**src/pfe_pkg.sv**
```systemverilog
`timescale 1ns / 1ps
`default_nettype none
// ----------------------------------------------------------------------------
// Palette fade engine package
// Shared widths, command and register codes, monochrome tables and the
// per-color fade function used by the palette walk.
// ----------------------------------------------------------------------------
package pfe_pkg;

	localparam int PALETTE_ENTRIES = 64;
	localparam int IDX_W           = 6;
	localparam int COLOR_W         = 15;
	localparam int CHAN_W          = 5;
	localparam int LEVEL_W         = 3;
	localparam int FADE_STEPS      = 5;
	localparam int TAB_LAST        = 6;
	localparam logic [CHAN_W-1:0] WHITE_BITS = 5'h1F;

	typedef enum logic [2:0] {
		MODE_TICK     = 3'd0,
		MODE_FADE_IN  = 3'd1,
		MODE_FADE_OUT = 3'd2,
		MODE_REAPPLY  = 3'd3,
		MODE_WRITE    = 3'd4
	} mode_t;

	typedef enum logic [1:0] {
		CFG_FADE_TO_BLACK   = 2'd0,
		CFG_STEP_FRAME_MASK = 2'd1,
		CFG_COLOR_MODE      = 2'd2
	} cfg_reg_t;

	typedef enum logic [2:0] {
		ST_IDLE  = 3'b001,
		ST_WALK  = 3'b010,
		ST_FLUSH = 3'b100
	} seq_state_t;

	typedef logic [7:0] pal_tab_t [0:TAB_LAST];

	localparam pal_tab_t SPR_WHITE_TAB = '{8'h00, 8'h00, 8'h40, 8'h80, 8'h90, 8'hD0, 8'hD0};
	localparam pal_tab_t BKG_WHITE_TAB = '{8'h00, 8'h00, 8'h40, 8'h90, 8'hA4, 8'hE4, 8'hE4};
	localparam pal_tab_t SPR_BLACK_TAB = '{8'hFF, 8'hFF, 8'hF8, 8'hE4, 8'hD4, 8'hD0, 8'hD0};
	localparam pal_tab_t BKG_BLACK_TAB = '{8'hFF, 8'hFF, 8'hFE, 8'hE9, 8'hE5, 8'hE4, 8'hE4};

	// Fades one RGB555 color to the given level.
	function automatic logic [COLOR_W-1:0] fade_color(
		input logic [COLOR_W-1:0] col,
		input logic [LEVEL_W-1:0] lv,
		input logic               to_black
	);
		logic [LEVEL_W-1:0] sh;
		logic [CHAN_W-1:0]  w;
		logic [COLOR_W-1:0] res;
		sh = LEVEL_W'(FADE_STEPS) - lv;
		w  = WHITE_BITS >> lv;
		if (lv >= LEVEL_W'(FADE_STEPS)) begin
			res = col;
		end else if (to_black) begin
			res = {col[14:10] >> sh, col[9:5] >> sh, col[4:0] >> sh};
		end else begin
			res = col | {w, w, w};
		end
		return res;
	endfunction

	// Monochrome table position; levels past the table end use its last entry.
	function automatic logic [2:0] tab_pos(input logic [LEVEL_W-1:0] lv);
		return (lv > 3'(TAB_LAST)) ? 3'(TAB_LAST) : lv;
	endfunction

endpackage
`default_nettype wire

```
**src/palette_fade_engine_top.sv**
```systemverilog
`timescale 1ns / 1ps
`default_nettype none
// ----------------------------------------------------------------------------
// Palette fade engine
// Steps a 64-entry RGB555 palette toward white or black, or drives a
// monochrome palette register pair, one fade level per command.
// ----------------------------------------------------------------------------
// Usage:
// A command (mode, color_index, color_value) transfers at a clock edge where
// start is high and busy is low. Ticks, fade starts and reapply commands
// that apply a level emit results; color writes, off-step ticks and idle
// ticks emit none.
// Each result is shown for one cycle with result_strobe high; last marks the
// final result of a command. The receiver cannot stall the block.
// In color mode one shared fade unit walks the palette memory one entry per
// cycle: each entry passes through the memory read register and then the
// result register, and results come out one per cycle. Busy stays high
// through the walk state and then the flush state while the memory read and
// output registers drain, and the final result is shown in the first cycle
// with busy low. In monochrome mode the single result is shown right after
// the edge that takes the command and busy never rises.
// Configuration writes take effect at once; the user must make them while
// idle, unenforced by the block. Reset clears level, frame counter, flags,
// sets registers to defaults, marks all palette entries black till written.
// ----------------------------------------------------------------------------
module palette_fade_engine_top (
	input  wire logic                          clk,
	input  wire logic                          arst_n,
	input  wire logic                          start,
	output logic                               busy,
	input  wire logic [2:0]                    mode,
	input  wire logic [pfe_pkg::IDX_W-1:0]     color_index,
	input  wire logic [pfe_pkg::COLOR_W-1:0]   color_value,
	input  wire logic                          cfg_we,
	input  wire logic [1:0]                    cfg_index,
	input  wire logic [7:0]                    cfg_data,
	output logic                               result_strobe,
	output logic                               is_color_entry,
	output logic [pfe_pkg::IDX_W-1:0]          out_index,
	output logic [pfe_pkg::COLOR_W-1:0]        faded_color,
	output logic [7:0]                         sprite_palette_reg,
	output logic [7:0]                         background_palette_reg,
	output logic [pfe_pkg::LEVEL_W-1:0]        fade_level,
	output logic                               fade_active,
	output logic                               last
);

	pfe_pkg::seq_state_t state_q, state_d;

	logic                           fade_to_black_q;
	logic [7:0]                     step_frame_mask_q;
	logic                           color_mode_q;

	logic [pfe_pkg::LEVEL_W-1:0]    level_q, level_d, level_step;
	logic [7:0]                     frame_q, frame_d;
	logic                           running_q, running_d;
	logic                           fading_in_q, fading_in_d;

	logic                           accept;
	logic                           apply_go;
	logic                           wr_go;

	logic [pfe_pkg::COLOR_W-1:0]    pal_mem [0:pfe_pkg::PALETTE_ENTRIES-1];
	logic [pfe_pkg::PALETTE_ENTRIES-1:0] pal_vld_q;

	logic [pfe_pkg::IDX_W-1:0]      cnt_q;
	logic                           rd_pend_s1;
	logic [pfe_pkg::IDX_W-1:0]      rd_idx_s1;
	logic                           rd_last_s1;
	logic [pfe_pkg::COLOR_W-1:0]    rd_data_s1;
	logic                           rd_vld_s1;
	logic [pfe_pkg::COLOR_W-1:0]    src_color;

	assign accept = start && !busy;
	assign busy   = (state_q != pfe_pkg::ST_IDLE);

	// Command decode and fade state update.
	always_comb begin
		level_d     = level_q;
		frame_d     = frame_q;
		running_d   = running_q;
		fading_in_d = fading_in_q;
		apply_go    = 1'b0;
		wr_go       = 1'b0;
		level_step  = level_q;
		if (fading_in_q) begin
			if (level_q < pfe_pkg::LEVEL_W'(pfe_pkg::FADE_STEPS)) begin
				level_step = level_q + 1'b1;
			end
		end else if (level_q != '0) begin
			level_step = level_q - 1'b1;
		end
		if (accept) begin
			unique case (mode)
				pfe_pkg::MODE_TICK: begin
					if (running_q) begin
						frame_d = frame_q + 8'd1;
						if ((frame_q & step_frame_mask_q) == 8'd0) begin
							level_d  = level_step;
							apply_go = 1'b1;
							if (fading_in_q) begin
								if (level_step >= pfe_pkg::LEVEL_W'(pfe_pkg::FADE_STEPS)) begin
									running_d = 1'b0;
								end
							end else if (level_step == '0) begin
								running_d = 1'b0;
							end
						end
					end
				end
				pfe_pkg::MODE_FADE_IN: begin
					frame_d     = 8'd0;
					fading_in_d = 1'b1;
					running_d   = 1'b1;
					level_d     = '0;
					apply_go    = 1'b1;
				end
				pfe_pkg::MODE_FADE_OUT: begin
					frame_d     = 8'd0;
					fading_in_d = 1'b0;
					running_d   = 1'b1;
					level_d     = pfe_pkg::LEVEL_W'(pfe_pkg::FADE_STEPS);
					apply_go    = 1'b1;
				end
				pfe_pkg::MODE_REAPPLY: begin
					apply_go = 1'b1;
				end
				pfe_pkg::MODE_WRITE: begin
					wr_go = 1'b1;
				end
				default: begin
				end
			endcase
		end
	end

	always_comb begin
		state_d = state_q;
		unique case (state_q)
			pfe_pkg::ST_IDLE: begin
				if (apply_go && color_mode_q) begin
					state_d = pfe_pkg::ST_WALK;
				end
			end
			pfe_pkg::ST_WALK: begin
				if (cnt_q == pfe_pkg::IDX_W'(pfe_pkg::PALETTE_ENTRIES - 1)) begin
					state_d = pfe_pkg::ST_FLUSH;
				end
			end
			pfe_pkg::ST_FLUSH: begin
				state_d = pfe_pkg::ST_IDLE;
			end
			default: begin
				state_d = pfe_pkg::ST_IDLE;
			end
		endcase
	end

	always_ff @(posedge clk or negedge arst_n) begin
		if (!arst_n) begin
			state_q           <= pfe_pkg::ST_IDLE;
			fade_to_black_q   <= 1'b0;
			step_frame_mask_q <= 8'd1;
			color_mode_q      <= 1'b1;
			level_q           <= '0;
			frame_q           <= 8'd0;
			running_q         <= 1'b0;
			fading_in_q       <= 1'b0;
			cnt_q             <= '0;
			rd_pend_s1        <= 1'b0;
			pal_vld_q         <= '0;
			result_strobe     <= 1'b0;
		end else begin
			state_q     <= state_d;
			level_q     <= level_d;
			frame_q     <= frame_d;
			running_q   <= running_d;
			fading_in_q <= fading_in_d;
			if (cfg_we) begin
				unique case (cfg_index)
					pfe_pkg::CFG_FADE_TO_BLACK:   fade_to_black_q   <= cfg_data[0];
					pfe_pkg::CFG_STEP_FRAME_MASK: step_frame_mask_q <= cfg_data;
					pfe_pkg::CFG_COLOR_MODE:      color_mode_q      <= cfg_data[0];
					default: begin
					end
				endcase
			end
			if (state_q == pfe_pkg::ST_WALK) begin
				cnt_q <= cnt_q + 1'b1;
			end else begin
				cnt_q <= '0;
			end
			rd_pend_s1 <= (state_q == pfe_pkg::ST_WALK);
			if (wr_go) begin
				pal_vld_q[color_index] <= 1'b1;
			end
			result_strobe <= rd_pend_s1 || (apply_go && !color_mode_q);
		end
	end

	// Palette memory: one write port for commands, one read port for the walk.
	always_ff @(posedge clk) begin
		if (wr_go) begin
			pal_mem[color_index] <= color_value;
		end
		rd_data_s1 <= pal_mem[cnt_q];
		rd_vld_s1  <= pal_vld_q[cnt_q];
		rd_idx_s1  <= cnt_q;
		rd_last_s1 <= (cnt_q == pfe_pkg::IDX_W'(pfe_pkg::PALETTE_ENTRIES - 1));
	end

	// Entries never written since reset read as black.
	assign src_color = rd_vld_s1 ? rd_data_s1 : '0;

	// Result register: the shared fade unit feeds it during a walk, the
	// monochrome tables feed it otherwise.
	always_ff @(posedge clk) begin
		if (rd_pend_s1) begin
			is_color_entry         <= 1'b1;
			out_index              <= rd_idx_s1;
			faded_color            <= pfe_pkg::fade_color(src_color, level_q, fade_to_black_q);
			sprite_palette_reg     <= 8'd0;
			background_palette_reg <= 8'd0;
			fade_level             <= level_q;
			fade_active            <= running_q;
			last                   <= rd_last_s1;
		end else begin
			is_color_entry         <= 1'b0;
			out_index              <= '0;
			faded_color            <= '0;
			sprite_palette_reg     <= fade_to_black_q ?
				pfe_pkg::SPR_BLACK_TAB[pfe_pkg::tab_pos(level_d)] :
				pfe_pkg::SPR_WHITE_TAB[pfe_pkg::tab_pos(level_d)];
			background_palette_reg <= fade_to_black_q ?
				pfe_pkg::BKG_BLACK_TAB[pfe_pkg::tab_pos(level_d)] :
				pfe_pkg::BKG_WHITE_TAB[pfe_pkg::tab_pos(level_d)];
			fade_level             <= level_d;
			fade_active            <= running_d;
			last                   <= 1'b1;
		end
	end

endmodule
`default_nettype wire
```
**config.mk**
```make
export PLATFORM = sky130hd
export DESIGN_NAME = palette_fade_engine_top
export DESIGN_NICKNAME = d
export VERILOG_FILES = /design/src/pfe_pkg.sv /design/src/palette_fade_engine_top.sv
export SDC_FILE = /design/constraint.sdc
export NUM_CORES = 1
export LEC_CHECK = 0
export BUFFER_PORTS_ARGS = -buffer_cell sky130_fd_sc_hd__buf_2
export CORE_MARGIN = 5
export CORE_UTILIZATION = 55
export DETAILED_ROUTE_END_ITERATION = 16
export PLACE_DENSITY = 0.77
export SLEW_MARGIN = 10
export SYNTH_ARGS = -nofsm -noshare
export SYNTH_HDL_FRONTEND = slang
export SYNTH_SLANG_ARGS = --single-unit
```
**constraint.sdc**
```tcl
create_clock -name clk -period 8 [get_ports clk]
set_input_delay 0.4 -clock clk [delete_from_list [all_inputs] [get_ports clk]]
set_output_delay 0.4 -clock clk [all_outputs]
set_load 0.01 [all_outputs]
```
==> impl_metrics.toml <==
[grt]
grt_usage = 0.237
grt_first_pass_wirelength_mm = 148
grt-busiest-layer = "met2"
overflow = 0
grt_max_degree = 145
grt_pass1_vias = 22000
gr-usage-met3 = 0.0490
met2_usage = 0.396
grt_use_met1 = 0.321
antenna_found_initial = 4

[die]
initial_core_util = 0.556
core_um2 = 77700
fp-row-count = 102
fp.dieArea_um2 = 84200
die_h_um = 290
die_w_um = 290
ios = 83

[setup_path]
r2r-end = "rd_data_s1[7]$_DFF_P_"
cp-start-kind = "flip-flop"
worst-r2r-cell-count = 6
cp-startpoint = "cnt_q[1]$_DFF_PN0_"
crit_type = "reg -> reg"
cp_max_fo = 144
cp-end-kind = "flip-flop"
reg2reg_slack_ns = 3.55
cp-endpoint = "rd_data_s1[7]$_DFF_P_"
worstPathArrival_ns = 4.98
required_ns = 8.53
r2r-start = "cnt_q[1]$_DFF_PN0_"

[synth]
yosysWarnings = 0
synth_seq_area_share = 0.752
netlist_instances = 2048
avgSynthCellArea_um2 = 21.1
yosys_most_used_dff = "edfxtp_1"
yosysTopAreaCellShare = 0.667
syn_nets = 2094
synthArstFlopShare = 0.0877
ys_seq_elements = 1118
synth_top_cells_by_area = "edfxtp_1, mux4_2, dfrtp_1, dfxtp_1, or2_2"
synth.distinct_cells = 60
yosys.area.top_type = "edfxtp_1"
netlist_area_um2 = 43200
synth_edf_count = 960

[timing]
period_share = 0.556
timing.fmax_mhz = 225
setup_tns_ns = 0
setup_slack_ns = 3.55
slew_headroom = 0.138
report.final.slew_viol_count = 0
setup_viol = 0
fin_crit_ns = 4.45
clock_skew_ns = 0.0419
hold_viol_final = 0
worst_pin_slew_ns = 1.29
rsz0062_at_grt = "false"

[route]
viasPerCell = 6.39
drtIter0Drc = 2813
routed_wirelength_mm = 100
ant_nets = 0
wl_per_cell_um = 30.0
dr.pass1.iters = 5
via_count = 21400
drc = 0

[clock_network]
clk_pin_slew_ns = 0.06
cts.sinks = 1118
clk_latency_ns = 0.69
h-tree-depth = 3
cts_tree = "built"
cts_made_buffers = 107
cts_resized = 0
cts_buffer_depth = 3
clockRootBuffer = "clkbuf_16"

[finish]
top_register = "pal_mem"
drive_gt1_frac = 0.320
top_regs = "pal_mem x960, pal_vld_q x64"
nets = 2255
area_growth_pct = 12.7
largest_reg_flops = 960
final_util = 0.627

[placed_design]
dpl.hpwl_mm = 54.0
post-place-ws_ns = 3.79
place_congestion = 0.851
io_buffers = 82

[run_status]
outcome = "completed"

[hold_path]
hold_path_class = "in -> reg"

[power_and_ir_drop]
powerDensity_nw_per_um2 = 254
p_leak_nw = 16.0
peakVddDrop_v = 0.000217

[flow_run]
cap_violations = 0
-- synth_stat cells, types with 4 or more instances --
cell type / count
edfxtp_1: 960
a211oi_1: 5
buf_4: 23
and2_1: 14
xor2_1: 8
nor3_1: 4
nor2_1: 100
or2_2: 65
ha_1: 8
o21ai_0: 23
buf_6: 4
and3_1: 6
nor3b_1: 4
dfrtp_1: 95
nand2b_1: 12
and3b_1: 5
nand3b_1: 7
a21oi_1: 25
mux4_2: 320
nor2b_1: 9
mux2i_1: 14
buf_2: 21
o211ai_1: 4
mux2_2: 10
nand2_1: 60
clkbuf_1: 60
a22oi_1: 32
nand3_1: 17
buf_1: 5
a31oi_1: 7
dfxtp_1: 60
inv_1: 17
-- how the worst min path moves through the flow --
stage | end | start | slack (ns) | cells past startpoint
after detailed placement | result_strobe$_DFF_PN0_ | arst_n | 0.35 | 1
after CTS | fade_to_black_q$_DFFE_PN0P_ | cfg_index[0] | 0.02 | 4
after floorplan | cnt_q[0]$_DFF_PN0_ | arst_n | 0.10 | 0
after global routing | color_mode_q$_DFFE_PN1P_ | cfg_we | 0.1 | 3
final | fade_to_black_q$_DFFE_PN0P_ | cfg_index[0] | 0.06 | 4
after global placement | result_strobe$_DFF_PN0_ | arst_n | 0.34 | 1
-- per-stage QoR --
stage	hold slack (ns)	instances	area, µm²	power [mW]
2_1_floorplan	0.104	2048	43200	7.05
3_3_place_gp	0.338	3131	45000	7.27
3_5_place_dp	0.348	3131	45000	7.29
4_1_cts	0.0197	3343	48700	12.4
5_1_grt	0.0997	3343	48700	12.7
6_report	0.0556	3345	48700	12.4
-- routing by layer --
metal	wire [µm]	vias up
met4	3340	6
met3	9400	189
met1	36900	11200
met5	47	-
met2	50700	1253
li1	-	8707
-- area by class of cell --
cell class | count | area [µm²]
flip-flops and latches | 1118 | 32500
fillers | 5046 | 29000
repair buffers | 165 | 1100
multi-input cells | 800 | 10100
clock buffers | 151 | 3030
well taps | 1040 | 1300
diodes | 2 | 5.00
clock inverters | 52 | 618
inverters | 17 | 63.8
-- report_power, final --
part	switching, mW	internal, mW	total [mW]
Clock	2.16	3.01	5.17
Sequential	0.0755	6.41	6.49
Combinational	0.436	0.262	0.698
-- cell families after synthesis --
group / share of synthesized area
adder cells (fa/ha/maj): 0.00232
AND/OR/NAND/NOR: 0.0373
flip-flops: 0.752
AO/OA/AOI/OAI: 0.0189
XOR/XNOR: 0.00223
buffers and inverters: 0.0146
multiplexers: 0.173
-- critical path, stage by stage (launching register included) --
cell	delay, ns
dfrtp_4	0.93
buf_12	0.63
buf_4	0.65
mux4_2	0.41
mux4_2	0.51
a22oi_1	0.70
nand2_1	0.12
-- cells in the final DEF, fill, tap and decap left out, types with 5 or more instances in the layout --
cell	instances
bufinv_16	11
xor2_1	8
nor2b_1	7
dfxtp_1	60
clkinv_1	8
clkinv_2	20
clkbuf_1	25
dlygate4sd3_1	9
a21oi_1	25
nand2b_1	12
buf_2	80
edfxtp_1	960
a22oi_1	32
inv_1	17
mux2_2	10
o21ai_0	23
mux4_2	320
buf_4	73
clkbuf_16	107
nand3_1	17
or2_2	65
a31oi_1	7
nand2_1	60
a211oi_1	5
mux2i_1	14
and3_1	6
nand3b_1	7
and3b_1	5
clkbuf_8	19
nor2_1	100
dfrtp_1	91
and2_1	14
ha_1	8
-- timing repair --
item / in CTS / in global routing
endpoints found under the setup margin: 0 / 0
hold buffers: 9 / 0
endpoints found under the hold margin: 38 / 0
setup buffers: 0 / 0
Power figures use the tool's default switching activity.
